$ cat src/sv/slvc_pkg.sv
`timescale 1ns / 1ps
`default_nettype none
// ----------------------------------------------------------------------------
// slvc_pkg
// shared types and constants of the soft limit velocity command block
// ----------------------------------------------------------------------------
package slvc_pkg;

    localparam int VAL_W  = 32;
    localparam int VEL_W  = 16;
    localparam int ZONE_W = 3;
    localparam int CFG_W  = 3;

    localparam int DIV_STEPS = VAL_W + 16;
    localparam int MUL_STEPS = VAL_W + 1;
    localparam int CNT_W     = $clog2(DIV_STEPS);

    localparam logic signed [VEL_W-1:0] VEL_TOP = 16'sd32767;

    localparam logic signed [VAL_W-1:0] RST_UPPER_LIMIT = 32'sh7FFF_FFFF;
    localparam logic signed [VAL_W-1:0] RST_LOWER_LIMIT = 32'sh8000_0000;
    localparam logic [VAL_W-1:0]        RST_SCALE       = 32'd3754936321;

    typedef enum logic [ZONE_W-1:0] {
        ZONE_INSIDE     = 3'd0,
        ZONE_UPPER_SOFT = 3'd1,
        ZONE_UPPER_HARD = 3'd2,
        ZONE_LOWER_SOFT = 3'd3,
        ZONE_LOWER_HARD = 3'd4
    } zone_t;

    typedef enum logic [CFG_W-1:0] {
        CFG_UPPER_SOFT = 3'd0,
        CFG_UPPER_HARD = 3'd1,
        CFG_LOWER_SOFT = 3'd2,
        CFG_LOWER_HARD = 3'd3,
        CFG_SCALE      = 3'd4
    } cfg_idx_t;

    typedef enum logic [2:0] {
        ST_IDLE,
        ST_DIV,
        ST_SUM,
        ST_MUL,
        ST_FIN
    } state_t;

endpackage
`default_nettype wire

$ cat src/sv/slvc_in_if.sv
`timescale 1ns / 1ps
`default_nettype none
// ----------------------------------------------------------------------------
// slvc_in_if
// input channel: velocity reference and measured position
// ----------------------------------------------------------------------------
interface slvc_in_if;
    import slvc_pkg::*;

    logic                    valid;
    logic                    ready;
    logic signed [VAL_W-1:0] reference_velocity;
    logic signed [VAL_W-1:0] measured_position;

    modport source (
        output valid,
        input  ready,
        output reference_velocity,
        output measured_position
    );

    modport sink (
        input  valid,
        output ready,
        input  reference_velocity,
        input  measured_position
    );
endinterface
`default_nettype wire

$ cat src/sv/slvc_out_if.sv
`timescale 1ns / 1ps
`default_nettype none
// ----------------------------------------------------------------------------
// slvc_out_if
// output channel: drive velocity target and status
// ----------------------------------------------------------------------------
interface slvc_out_if;
    import slvc_pkg::*;

    logic                    valid;
    logic                    ready;
    logic signed [VEL_W-1:0] drive_velocity;
    logic                    send_needed;
    logic [ZONE_W-1:0]       limit_zone;
    logic                    saturated;

    modport source (
        output valid,
        input  ready,
        output drive_velocity,
        output send_needed,
        output limit_zone,
        output saturated
    );

    modport sink (
        input  valid,
        output ready,
        input  drive_velocity,
        input  send_needed,
        input  limit_zone,
        input  saturated
    );
endinterface
`default_nettype wire

$ cat src/sv/soft_limit_velocity_command.sv
`timescale 1ns / 1ps
`default_nettype none
// ----------------------------------------------------------------------------
// soft_limit_velocity_command
// soft limit repulsion, scaling and saturation of a drive velocity target
// ----------------------------------------------------------------------------
// channel   dir  beat
// cmd       in   reference_velocity, measured_position (Q15.16)
// result    out  drive_velocity, send_needed, limit_zone, saturated
// cfg_*     in   register write: index, 32-bit data
//
// one item at a time through a bit-serial divider and shift-add multiplier
// hard zone: straight to the final step; inside: sum, multiply, final step
// soft zone: 48-step restoring divide, sum, 33-step multiply, final step
// a new beat is taken while a finished result still waits on result
// rst_n clears control state, last sent target and registers to defaults
// ----------------------------------------------------------------------------
module soft_limit_velocity_command (
    input  wire logic                          clk,
    input  wire logic                          rst_n,
    slvc_in_if.sink                            cmd,
    slvc_out_if.source                         result,
    input  wire logic                          cfg_we,
    input  wire logic [slvc_pkg::CFG_W-1:0]    cfg_index,
    input  wire logic [slvc_pkg::VAL_W-1:0]    cfg_data
);
    import slvc_pkg::*;

    state_t state_reg, state_next;

    logic signed [VAL_W-1:0] usoft_reg, uhard_reg, lsoft_reg, lhard_reg;
    logic [VAL_W-1:0]        scale_reg;

    logic signed [VAL_W-1:0] ref_reg, ref_next;
    zone_t                   zone_reg, zone_next;
    logic [DIV_STEPS-1:0]    dvd_reg, dvd_next;
    logic [DIV_STEPS-1:0]    quo_reg, quo_next;
    logic [VAL_W-1:0]        dsr_reg, dsr_next;
    logic [VAL_W-1:0]        rem_reg, rem_next;
    logic [CNT_W-1:0]        cnt_reg, cnt_next;
    logic [2*VAL_W:0]        prod_reg, prod_next;
    logic                    neg_reg, neg_next;

    logic                    out_valid_reg, out_valid_next;
    logic signed [VEL_W-1:0] out_vel_reg, out_vel_next;
    logic                    out_send_reg, out_send_next;
    zone_t                   out_zone_reg, out_zone_next;
    logic                    out_sat_reg, out_sat_next;
    logic signed [VEL_W-1:0] last_sent_reg, last_sent_next;

    logic accept;
    logic out_free;
    logic load;

    // input side zone decode
    logic signed [VAL_W-1:0] pos;
    logic [VAL_W-1:0]        up_num, up_den, lo_num, lo_den;
    zone_t                   zone_in;

    // divider step
    logic [VAL_W:0]          rem_shift;
    logic                    rem_ge;

    // offset and sum
    logic [VAL_W:0]          off_mag;
    logic signed [VAL_W+1:0] off;
    logic signed [VAL_W+1:0] sum;
    logic [VAL_W+1:0]        sum_abs;

    // multiply step
    logic [VAL_W:0]          mul_add;

    // final target
    logic [2*VAL_W-1:0]      prod;
    logic                    over;
    logic signed [VEL_W-1:0] whole;
    logic signed [VEL_W-1:0] target;
    logic                    target_sat;

    assign accept   = cmd.valid && cmd.ready;
    assign out_free = !out_valid_reg || result.ready;
    assign load     = (state_reg == ST_FIN) && out_free;

    assign pos    = cmd.measured_position;
    assign up_num = VAL_W'({pos[VAL_W-1], pos} - {usoft_reg[VAL_W-1], usoft_reg});
    assign up_den = VAL_W'({uhard_reg[VAL_W-1], uhard_reg} - {pos[VAL_W-1], pos});
    assign lo_num = VAL_W'({lsoft_reg[VAL_W-1], lsoft_reg} - {pos[VAL_W-1], pos});
    assign lo_den = VAL_W'({pos[VAL_W-1], pos} - {lhard_reg[VAL_W-1], lhard_reg});

    always_comb
    begin
        priority if (pos > usoft_reg)
        begin
            zone_in = (pos >= uhard_reg) ? ZONE_UPPER_HARD : ZONE_UPPER_SOFT;
        end
        else if (pos < lsoft_reg)
        begin
            zone_in = (pos <= lhard_reg) ? ZONE_LOWER_HARD : ZONE_LOWER_SOFT;
        end
        else
        begin
            zone_in = ZONE_INSIDE;
        end
    end

    assign rem_shift = {rem_reg, dvd_reg[DIV_STEPS-1]};
    assign rem_ge    = rem_shift >= {1'b0, dsr_reg};

    // quotient clamp to the Q15.16 range
    always_comb
    begin
        unique case (zone_reg)
            ZONE_UPPER_SOFT:
            begin
                off_mag = (quo_reg > DIV_STEPS'(33'h1_0000_0000 >> 1))
                        ? (VAL_W+1)'(33'h0_8000_0000) : quo_reg[VAL_W:0];
                off     = -$signed({1'b0, off_mag});
            end
            ZONE_LOWER_SOFT:
            begin
                off_mag = (quo_reg > DIV_STEPS'(33'h0_7FFF_FFFF))
                        ? (VAL_W+1)'(33'h0_7FFF_FFFF) : quo_reg[VAL_W:0];
                off     = $signed({1'b0, off_mag});
            end
            default:
            begin
                off_mag = '0;
                off     = '0;
            end
        endcase
    end

    assign sum     = $signed({{2{ref_reg[VAL_W-1]}}, ref_reg}) + off;
    assign sum_abs = sum[VAL_W+1] ? (VAL_W+2)'(-sum) : sum;

    assign mul_add = {1'b0, prod_reg[2*VAL_W:VAL_W+1]}
                   + (prod_reg[0] ? {1'b0, scale_reg} : '0);

    assign prod  = prod_reg[2*VAL_W-1:0];
    assign over  = prod > {32'(VEL_TOP), 32'd0};
    assign whole = over ? VEL_TOP : $signed({1'b0, prod[VAL_W+VEL_W-2:VAL_W]});

    always_comb
    begin
        unique case (zone_reg)
            ZONE_UPPER_HARD:
            begin
                target     = -VEL_TOP;
                target_sat = 1'b1;
            end
            ZONE_LOWER_HARD:
            begin
                target     = VEL_TOP;
                target_sat = 1'b1;
            end
            default:
            begin
                target     = neg_reg ? -whole : whole;
                target_sat = over;
            end
        endcase
    end

    // next state
    always_comb
    begin
        state_next = state_reg;
        unique case (state_reg)
            ST_IDLE:
            begin
                if (accept)
                begin
                    unique case (zone_in)
                        ZONE_UPPER_HARD, ZONE_LOWER_HARD: state_next = ST_FIN;
                        ZONE_UPPER_SOFT, ZONE_LOWER_SOFT: state_next = ST_DIV;
                        default:                          state_next = ST_SUM;
                    endcase
                end
            end
            ST_DIV:
            begin
                if (cnt_reg == CNT_W'(DIV_STEPS - 1))
                begin
                    state_next = ST_SUM;
                end
            end
            ST_SUM:
            begin
                state_next = ST_MUL;
            end
            ST_MUL:
            begin
                if (cnt_reg == CNT_W'(MUL_STEPS - 1))
                begin
                    state_next = ST_FIN;
                end
            end
            ST_FIN:
            begin
                if (out_free)
                begin
                    state_next = ST_IDLE;
                end
            end
            default:
            begin
                state_next = ST_IDLE;
            end
        endcase
    end

    // outputs and datapath
    assign cmd.ready = (state_reg == ST_IDLE);

    always_comb
    begin
        ref_next  = ref_reg;
        zone_next = zone_reg;
        dvd_next  = dvd_reg;
        quo_next  = quo_reg;
        dsr_next  = dsr_reg;
        rem_next  = rem_reg;
        cnt_next  = cnt_reg;
        prod_next = prod_reg;
        neg_next  = neg_reg;
        unique case (state_reg)
            ST_IDLE:
            begin
                ref_next  = cmd.reference_velocity;
                zone_next = zone_in;
                dvd_next  = {(zone_in == ZONE_LOWER_SOFT) ? lo_num : up_num, 16'd0};
                dsr_next  = (zone_in == ZONE_LOWER_SOFT) ? lo_den : up_den;
                quo_next  = '0;
                rem_next  = '0;
                cnt_next  = '0;
            end
            ST_DIV:
            begin
                rem_next = rem_ge ? VAL_W'(rem_shift - {1'b0, dsr_reg}) : rem_shift[VAL_W-1:0];
                quo_next = {quo_reg[DIV_STEPS-2:0], rem_ge};
                dvd_next = {dvd_reg[DIV_STEPS-2:0], 1'b0};
                cnt_next = cnt_reg + CNT_W'(1);
            end
            ST_SUM:
            begin
                neg_next  = sum[VAL_W+1];
                prod_next = {(VAL_W)'(0), sum_abs[VAL_W:0]};
                cnt_next  = '0;
            end
            ST_MUL:
            begin
                prod_next = {mul_add, prod_reg[VAL_W:1]};
                cnt_next  = cnt_reg + CNT_W'(1);
            end
            ST_FIN:
            begin
            end
            default:
            begin
            end
        endcase
    end

    always_comb
    begin
        out_valid_next = out_valid_reg;
        out_vel_next   = out_vel_reg;
        out_send_next  = out_send_reg;
        out_zone_next  = out_zone_reg;
        out_sat_next   = out_sat_reg;
        last_sent_next = last_sent_reg;
        if (result.ready)
        begin
            out_valid_next = 1'b0;
        end
        if (load)
        begin
            out_valid_next = 1'b1;
            out_vel_next   = target;
            out_send_next  = (target != last_sent_reg);
            out_zone_next  = zone_reg;
            out_sat_next   = target_sat;
            last_sent_next = target;
        end
    end

    assign result.valid          = out_valid_reg;
    assign result.drive_velocity = out_vel_reg;
    assign result.send_needed    = out_send_reg;
    assign result.limit_zone     = out_zone_reg;
    assign result.saturated      = out_sat_reg;

    always_ff @(posedge clk or negedge rst_n)
    begin
        if (!rst_n)
        begin
            state_reg     <= ST_IDLE;
            out_valid_reg <= 1'b0;
            last_sent_reg <= '0;
            usoft_reg     <= RST_UPPER_LIMIT;
            uhard_reg     <= RST_UPPER_LIMIT;
            lsoft_reg     <= RST_LOWER_LIMIT;
            lhard_reg     <= RST_LOWER_LIMIT;
            scale_reg     <= RST_SCALE;
        end
        else
        begin
            state_reg     <= state_next;
            out_valid_reg <= out_valid_next;
            last_sent_reg <= last_sent_next;
            if (cfg_we)
            begin
                unique case (cfg_idx_t'(cfg_index))
                    CFG_UPPER_SOFT: usoft_reg <= cfg_data;
                    CFG_UPPER_HARD: uhard_reg <= cfg_data;
                    CFG_LOWER_SOFT: lsoft_reg <= cfg_data;
                    CFG_LOWER_HARD: lhard_reg <= cfg_data;
                    CFG_SCALE:      scale_reg <= cfg_data;
                    default:
                    begin
                    end
                endcase
            end
        end
    end

    always_ff @(posedge clk)
    begin
        ref_reg      <= ref_next;
        zone_reg     <= zone_next;
        dvd_reg      <= dvd_next;
        quo_reg      <= quo_next;
        dsr_reg      <= dsr_next;
        rem_reg      <= rem_next;
        cnt_reg      <= cnt_next;
        prod_reg     <= prod_next;
        neg_reg      <= neg_next;
        out_vel_reg  <= out_vel_next;
        out_send_reg <= out_send_next;
        out_zone_reg <= out_zone_next;
        out_sat_reg  <= out_sat_next;
    end

`ifndef SYNTH
    a_rise_from_fin: assert property (@(posedge clk) disable iff (!rst_n)
        $rose(out_valid_reg) |-> $past(state_reg == ST_FIN))
        else $error("result beat raised outside the final step");

    a_rem_below_dsr: assert property (@(posedge clk) disable iff (!rst_n)
        (state_reg == ST_DIV) |-> (rem_reg < dsr_reg))
        else $error("divider remainder not below divisor");

    a_hard_upper: assert property (@(posedge clk) disable iff (!rst_n)
        (out_valid_reg && out_zone_reg == ZONE_UPPER_HARD)
        |-> (out_vel_reg == -VEL_TOP && out_sat_reg))
        else $error("upper hard zone target wrong");

    a_last_sent: assert property (@(posedge clk) disable iff (!rst_n)
        out_valid_reg |-> (last_sent_reg == out_vel_reg))
        else $error("last sent target out of step with result");
`endif

endmodule
`default_nettype wire

$ cat src/flat_wrapper.sv
// flat-port wrapper written by rule: the top's interface ports become plain ports
module soft_limit_velocity_command_flat import slvc_pkg::*;
  (clk, rst_n, cfg_we, cfg_index, cfg_data, cmd_valid, cmd_ready, cmd_reference_velocity, cmd_measured_position, result_valid, result_ready, result_drive_velocity, result_send_needed, result_limit_zone, result_saturated);
  slvc_in_if cmd_i ();
  slvc_out_if result_i ();
  input  wire logic clk;
  input  wire logic rst_n;
  input  wire logic cfg_we;
  input  wire logic [slvc_pkg::CFG_W-1:0] cfg_index;
  input  wire logic [slvc_pkg::VAL_W-1:0] cfg_data;
  input wire logic [$bits(cmd_i.valid)-1:0] cmd_valid;
  output wire logic [$bits(cmd_i.ready)-1:0] cmd_ready;
  input wire logic [$bits(cmd_i.reference_velocity)-1:0] cmd_reference_velocity;
  input wire logic [$bits(cmd_i.measured_position)-1:0] cmd_measured_position;
  output wire logic [$bits(result_i.valid)-1:0] result_valid;
  input wire logic [$bits(result_i.ready)-1:0] result_ready;
  output wire logic [$bits(result_i.drive_velocity)-1:0] result_drive_velocity;
  output wire logic [$bits(result_i.send_needed)-1:0] result_send_needed;
  output wire logic [$bits(result_i.limit_zone)-1:0] result_limit_zone;
  output wire logic [$bits(result_i.saturated)-1:0] result_saturated;
  assign cmd_i.valid = cmd_valid;
  assign cmd_ready = cmd_i.ready;
  assign cmd_i.reference_velocity = cmd_reference_velocity;
  assign cmd_i.measured_position = cmd_measured_position;
  assign result_valid = result_i.valid;
  assign result_i.ready = result_ready;
  assign result_drive_velocity = result_i.drive_velocity;
  assign result_send_needed = result_i.send_needed;
  assign result_limit_zone = result_i.limit_zone;
  assign result_saturated = result_i.saturated;
  soft_limit_velocity_command u_core (.clk(clk), .rst_n(rst_n), .cmd(cmd_i), .result(result_i), .cfg_we(cfg_we), .cfg_index(cfg_index), .cfg_data(cfg_data));
endmodule
$ cat config.mk
export PLATFORM = sky130hd
export DESIGN_NAME = soft_limit_velocity_command_flat
export DESIGN_NICKNAME = d
export VERILOG_FILES = /design/src/sv/slvc_pkg.sv /design/src/sv/slvc_in_if.sv /design/src/sv/slvc_out_if.sv /design/src/sv/soft_limit_velocity_command.sv /design/src/flat_wrapper.sv
export SDC_FILE = /design/constraint.sdc
export NUM_CORES = 1
export LEC_CHECK = 0
export ABC_AREA = 1
export BUFFER_PORTS_ARGS = -buffer_cell sky130_fd_sc_hd__buf_2
export CAP_MARGIN = 20
export CORE_UTILIZATION = 65
export CTS_BUF_LIST = sky130_fd_sc_hd__clkbuf_4 sky130_fd_sc_hd__clkbuf_8
export DETAILED_ROUTE_END_ITERATION = 7
export PLACE_DENSITY = 0.89
export SYNTH_ARGS = -nofsm -noshare
export SYNTH_HDL_FRONTEND = slang
export SYNTH_SLANG_ARGS = --single-unit
$ cat constraint.sdc
create_clock -name clk -period 9.71 [get_ports clk]
set_input_delay 2.913 -clock clk [delete_from_list [all_inputs] [get_ports clk]]
set_output_delay 2.913 -clock clk [all_outputs]
set_load 0.05 [all_outputs]
==> results of run 1 <==
==> synth_stat cells (all sizes together), types with 17 or more instances <==
cell type,number,area share [%]
nand2,1242,14
inv,632,6.9
nor2,524,5.9
o21ai,481,7.1
a21oi,310,4.6
edfxtp,272,24
ha,230,8.4
nand3,211,3.2
xor2,103,2.7
dfrtp,99,7.2
dfstp,81,6.2
clkbuf,75,0.82
nor3,70,1.1
xnor2,69,1.8
nand4,58,1.1
buf,33,0.60
o211ai,24,0.53
o21bai,23,0.54
a31oi,21,0.38
o21a,21,0.46
nor4,20,0.36
nand3b,17,0.37
==> routing by layer <==
layer | wire [microns] | track usage, %
met1 | 40450 | 47.54
met2 | 46970 | 61.74
met3 | 8441 | 7.124
met4 | 7246 | 24.24
met5 | 31 | 0
==> worst max-delay path, delay by kind of cell <==
family                     cells  cell delay [ps]
and+or+nand+nor               15             1860
buffers and inverters          3              900
adders and majority gates      1              480
AOI/OAI and AO/OA              1              250
==> metrics by stage <==
| step | hold slack [ps] | utilization, % | cells | total power [mW] | cell area, sq um |
|---|---|---|---|---|---|
| 6_report | 482.6 | 72.12 | 5574 | 11.10 | 37300 |
| 3_3_place_gp | 465.5 | 68.63 | 5419 | 8.835 | 35500 |
| 4_1_cts | 487.8 | 71.98 | 5566 | 10.97 | 37220 |
| 3_5_place_dp | 473.7 | 68.63 | 5419 | 8.984 | 35500 |
| 2_1_floorplan | 451.5 | - | 4701 | 7.601 | 34290 |
| 5_1_grt | 504.5 | 72.09 | 5569 | 11.91 | 37280 |
==> power by group <==
group	total [mW]	switching (mW)	leakage [nW]	internal, mW
clock	1.95	0.863	0.933	1.08
sequential	3.53	0.414	4.77	3.11
combinational	5.63	3.86	12.2	1.77
total	11.1	5.14	17.9	5.96
==> layout by cell type (no fill, tap or decap), types with 17 or more instances in the layout <==
| cell type | count |
|---|---|
| nor3_1 | 64 |
| nand4_1 | 58 |
| xnor2_1 | 69 |
| o211ai_1 | 24 |
| nand3b_1 | 17 |
| nand3_1 | 201 |
| edfxtp_1 | 272 |
| clkbuf_4 | 27 |
| a31oi_1 | 21 |
| o21a_1 | 21 |
| nand2_1 | 1220 |
| a21oi_1 | 306 |
| o21ai_0 | 448 |
| xor2_1 | 101 |
| inv_1 | 623 |
| buf_4 | 20 |
| nor2_1 | 507 |
| nand2_2 | 20 |
| ha_1 | 230 |
| o21ai_1 | 25 |
| clkbuf_8 | 92 |
| dfstp_2 | 81 |
| clkinv_2 | 17 |
| o21bai_1 | 22 |
| nor4_1 | 20 |
| buf_2 | 125 |
| dfrtp_1 | 99 |
==> layout make-up <==
cell class	count	share of cell area, %
clock buffer	119	3.938
inverter	632	6.381
tap	680	2.281
antenna	5	0.03355
multi-input combinational	3509	50.15
timing repair buffer	149	2.271
sequential	452	34.25
clock inverter	28	0.6978
==> path summary, 6_finish.rpt <==
check / end / depth (start not counted) / start / slack [ps]
hold / removal: u_core.scale_reg[4] / 2 / u_core.scale_reg[4] / 480
max in group asynchronous: u_core.lsoft_reg[27] / 3 / rst_n / 5560
min in group asynchronous: u_core.scale_reg[29] / 1 / rst_n / 2310
hold reg to reg: u_core.scale_reg[4] / 2 / u_core.scale_reg[4] / 480
setup reg to reg: u_core.prod_reg[20] / 34 / u_core.quo_reg[0] / 3720
setup / recovery: u_core.dvd_reg[43] / 20 / cmd_measured_position[1] / 3720
==> cell families (layout without fill, tap and decap cells) <==
family,Yosys count,count (layout),synth area share [%]
AND/OR/NAND/NOR,2161,2161,26.14
AO/OA/AOI/OAI,938,938,14.97
buffers and inverters,740,928,8.367
flip-flops,452,452,37.25
adder cells (fa/ha/maj),237,237,8.801
XOR/XNOR,172,172,4.437
multiplexers,1,1,0.02919
other,0,5,0
==> results.txt, run 1 <==
vias: 32760
All-Layer GR Usage: 38.37%
synthesized area: 34290 sq um
Final Setup Violations: 0
port bufs: 126
syn_nets: 5042
core area: 51720 sq um
yosys warns: 0
first-pass GRT wire length: 160.9 mm
die area: 53680 sq um
Slew @ Worst Pin: 1099 ps
EDFF count, synth: 272
Placement Setup Slack: 3104 ps
Max-cap violations: 0
clock slew at reported path FFs: 60 ps
Power Density: 297.6 nW/um^2
Max Slew Vio Count: 0
failing checks: DRC
Crit path largest cell delay: 540 ps
post-CTS sizing: 0
pin count of the biggest net entering global routing: 82
vias in the first global route: 30610
Routed wire per std cell: 18.50 microns
placer congestion estimate: 1.047
root buf cell: clkbuf_8
routed wire length: 103.1 mm
Die W: 231.7 microns
Post-DP HPWL: 78.53 mm
most used cell, CP: nand2_1
Setup Skew: 47.44 ps
syn_area_per_cell: 7.294 sq um
ys flop type: edfxtp_1
Worst Path Required: 10150 ps
max reg flops: 65
worst setup margin: 3715 ps
remaining global-route overflow: 0
DR iter-0 viols: 3654
Num CTS Buffers: 79
clock buffer depth: 3
# nets final: 5164
Slowest cell on crit path: buf_4
# hold bufs at CTS: 0
final worst-path cycle share: 61.74%
DRC Markers: 1
crit path capture type: register
Row Count: 83
io pins: 127
initial antenna violation count: 7
unrepaired setup endpoints after global routing: no
Final TNS setup: 0 ps
Max FO, Critical Path: 56
Setup Buffers After CTS: 0
final hold vios: 0
post-synthesis register bit count: 452
outcome: finished with violations
First-pass DRT Iterations: 8
Hold Crit Class: reg -> reg
register area: 12770 sq um
Leak: 17.95 nW
max frequency: 166.8 MHz
Synth cell types: 69
worst-skew pair later-pin latency: 690 ps
H-tree levels: 3
crit-path cells: buf_2 -> inv_1 -> fa_1 -> o21ai_1 -> nand2_1 -> nand3_1 -> nand2_1 -> nand2_1 -> nand2_1 -> nand2_1 -> nand2_1 -> nand2_1 -> nand2_1 -> nand3_2 -> nor2_1 -> nand2_2 -> buf_4 -> nand3b_1 -> nand3_1 -> nand2_1
Routed Antenna Nets: 0
crit path kind: in -> reg
Die Height: 231.7 microns
worst vdd ir: 0.1960 mV
critical path data arrival time: 6440 ps
sequential share of the synthesized area: 37.25%
initial core utilization: 66.30%
synthesized netlist cell count: 4701
multi-input logic area: 18700 sq um
Post-synth ARST share: 39.82%
Slew Limit Headroom: 25.78%
Startpoint Class: input pin
via density per instance: 5.877
share of layout cells above drive strength 1: 9.552%
fillers: 4324
Layout area overhead: 8.772%
Tmin final: 5995 ps
CTS sink count: 452
CTS tree: built
(Power assumes the default switching activity.)
==> run 2: changes to the inputs <==
- CORE_UTILIZATION: 65 -> 59
- PLACE_DENSITY: 0.89 -> 0.86
- clock period: 9.71 -> 5.4 ns (I/O delays scaled with it)
==> results.txt, run 2 (synthesized netlist as in run 1, its figures left out) <==
worst setup margin: 347.5 ps (-3368 ps)
Routed wire per std cell: 18.37 microns (-0.75%)
final hold vios: 0 (unchanged)
pin count of the biggest net entering global routing: 103 (+26%)
Die Height: 243.1 microns (+4.9%)
vias in the first global route: 30290 (-1.0%)
Slew Limit Headroom: 34.43% (+8.7 points)
Max-cap violations: 0 (unchanged)
first-pass GRT wire length: 161.0 mm (about the same)
most used cell, CP: nand2_1
crit path kind: reg -> reg
most common cell after layout, fill and taps aside: nand2_1
Design Area, Final: 37750 sq um (+1.2%)
outcome: complete, no violations
die area: 59090 sq um (+10%)
Setup Skew: 39.74 ps (-7.693 ps)
max frequency: 197.9 MHz
Worst Path Required: 5840 ps (-4310 ps)
initial antenna violation count: 5 (-2)
port bufs: 126 (unchanged)
Max FO, Critical Path: 15 (-73%)
Row Count: 87 (+4.8%)
Layout area overhead: 10.09%
Max Slew Vio Count: 0 (unchanged)
internal power: 10.71 mW (+80%)
DRC Markers: 0 (-1)
clock slew at reported path FFs: 70 ps (about the same)
Die W: 243.1 microns (+4.9%)
io pins: 127 (unchanged)
CTS sink count: 452 (unchanged)
crit path capture type: register
Seq pwr share: 31.7% (about the same)
worst vdd ir: 0.4060 mV (+110%)
Comb pwr share: 51.3% (+0.6 points)
Leak: 18.07 nW (+0.69%)
First-pass DRT Iterations: 6 (-2)
root buf cell: clkbuf_8
Psw: 9.354 mW (+82%)
Power Density: 531.6 nW/um^2 (+79%)
vias: 32720 (-0.11%)
Startpoint Class: register
fillers: 4952 (+15%)
hold_ws: 483.0 ps (+0.4270 ps)
max reg flops: 65 (unchanged)
R2R depth: 33 (-2.9%)
routed wire length: 104.4 mm (+1.2%)
power share of the clock group: 17.0% (-0.5 points)
critical path data arrival time: 5490 ps (-950 ps)
hold depth: 2 (unchanged)
Post-Place Cells: 5514 (+1.8%)
register area: 12770 sq um (unchanged)
final core occ: 66.31% (-5.8 points)
Placement Setup Slack: 248.9 ps (-2855 ps)
most frequent cells in the layout: nand2_1, inv_1, nor2_1
DR iter-0 viols: 3414 (-6.6%)
Sw Share: 46.61% (+0.31 points)
unrepaired setup endpoints after global routing: yes
total power: 20.07 mW (+81%)
Crit path largest cell delay: 450 ps (-90 ps)
share of layout cells above drive strength 1: 10.65% (+1.1 points)
Hold Crit Class: reg -> reg
# nets final: 5192 (+0.54%)
DP Area: 35770 sq um (+0.78%)
Num CTS Buffers: 81 (+2.5%)
All-Layer GR Usage: 34.75% (-3.6 points)
Routed Antenna Nets: 0 (unchanged)
Slowest cell on crit path: edfxtp_1
initial core utilization: 60.23% (-6.1 points)
Post-DP HPWL: 79.72 mm (+1.5%)
H-tree levels: 3 (unchanged)
remaining global-route overflow: 0 (unchanged)
core area: 56930 sq um (+10%)
final worst-path cycle share: 93.57%
CTS tree: built
clock buffer depth: 3 (unchanged)
placer congestion estimate: 1.027 (-1.9%)
multi-input logic area: 18880 sq um (+0.96%)
Final Instance Count excl. Fillers: 5682 (+1.9%)
Final Setup Violations: 0 (unchanged)
Tmin final: 5053 ps
via density per instance: 5.758 (-2.0%)
worst-skew pair later-pin latency: 710 ps (+20 ps)
Final TNS setup: 0 ps (unchanged)
Slew @ Worst Pin: 979.9 ps (-119.5 ps)
-- run 2: changes by cell type in the layout (fill, tap and decap cells not counted), sizes merged --
| cell | delta |
|---|---|
| buf | +23 |
| diode | +1 |
| inv | -3 |
| clkbuf | +8 |
| bufinv | -3 |
| nand2 | +3 |
| clkinvlp | +3 |
-- run 2: routing by layer --
| metal | track usage, % | up-vias | wire length (microns) |
|---|---|---|---|
| met1 | 43.71 | 14950 | 42000 |
| met3 | 5.285 | 333 | 7870 |
| met5 | 0 | - | 30 |
| met2 | 56.67 | 1535 | 47730 |
| met4 | 20.53 | 4 | 6714 |
| li1 | - | 15900 | - |
-- run 2: critical path: cells and delay by family (launching register included) --
kind / cells / cell delay, ps
and+or+nand+nor: 26 / 2940
buffers and inverters: 3 / 490
AOI/OAI and AO/OA: 3 / 480
DFF: 1 / 450
adders and majority gates: 1 / 420
-- run 2: timing repair --
item | 4_1_cts | 5_1_grt
hold buffers | 0 | 0
gates resized for setup | 0 | 53
buffers inserted | 0 | 5
endpoints found under the setup margin | 0 | 33
-- run 2: final timing paths --
check | start | to | slack, ps
min | u_core.lhard_reg[16] | u_core.lhard_reg[16] | 480
max reg2reg | u_core.quo_reg[8] | u_core.prod_reg[32] | 350
max | u_core.quo_reg[8] | u_core.prod_reg[32] | 350
min reg2reg | u_core.lhard_reg[16] | u_core.lhard_reg[16] | 480
max in group asynchronous | rst_n | u_core.uhard_reg[1] | 3320
min in group asynchronous | rst_n | u_core.scale_reg[8] | 1050
-- run 2: layout make-up --
class,count,share of cell area [%]
clock inverter,25,0.4574
tap,756,2.506
timing repair buffer,172,2.768
inverter,632,6.304
multi-input combinational,3512,50.02
antenna,6,0.03977
sequential,452,33.84
clock buffer,127,4.067
-- run 2: power groups by stage --
stage          registers [mW]  logic (mW)  clock network (mW)
5_1_grt                  6.48        11.5                3.59
4_1_cts                  6.33        10.0                3.44
3_5_place_dp             6.37        9.96                   0
2_1_floorplan            6.16        7.46                   0
6_report                 6.36        10.3                3.41
3_3_place_gp             6.33        9.73                   0
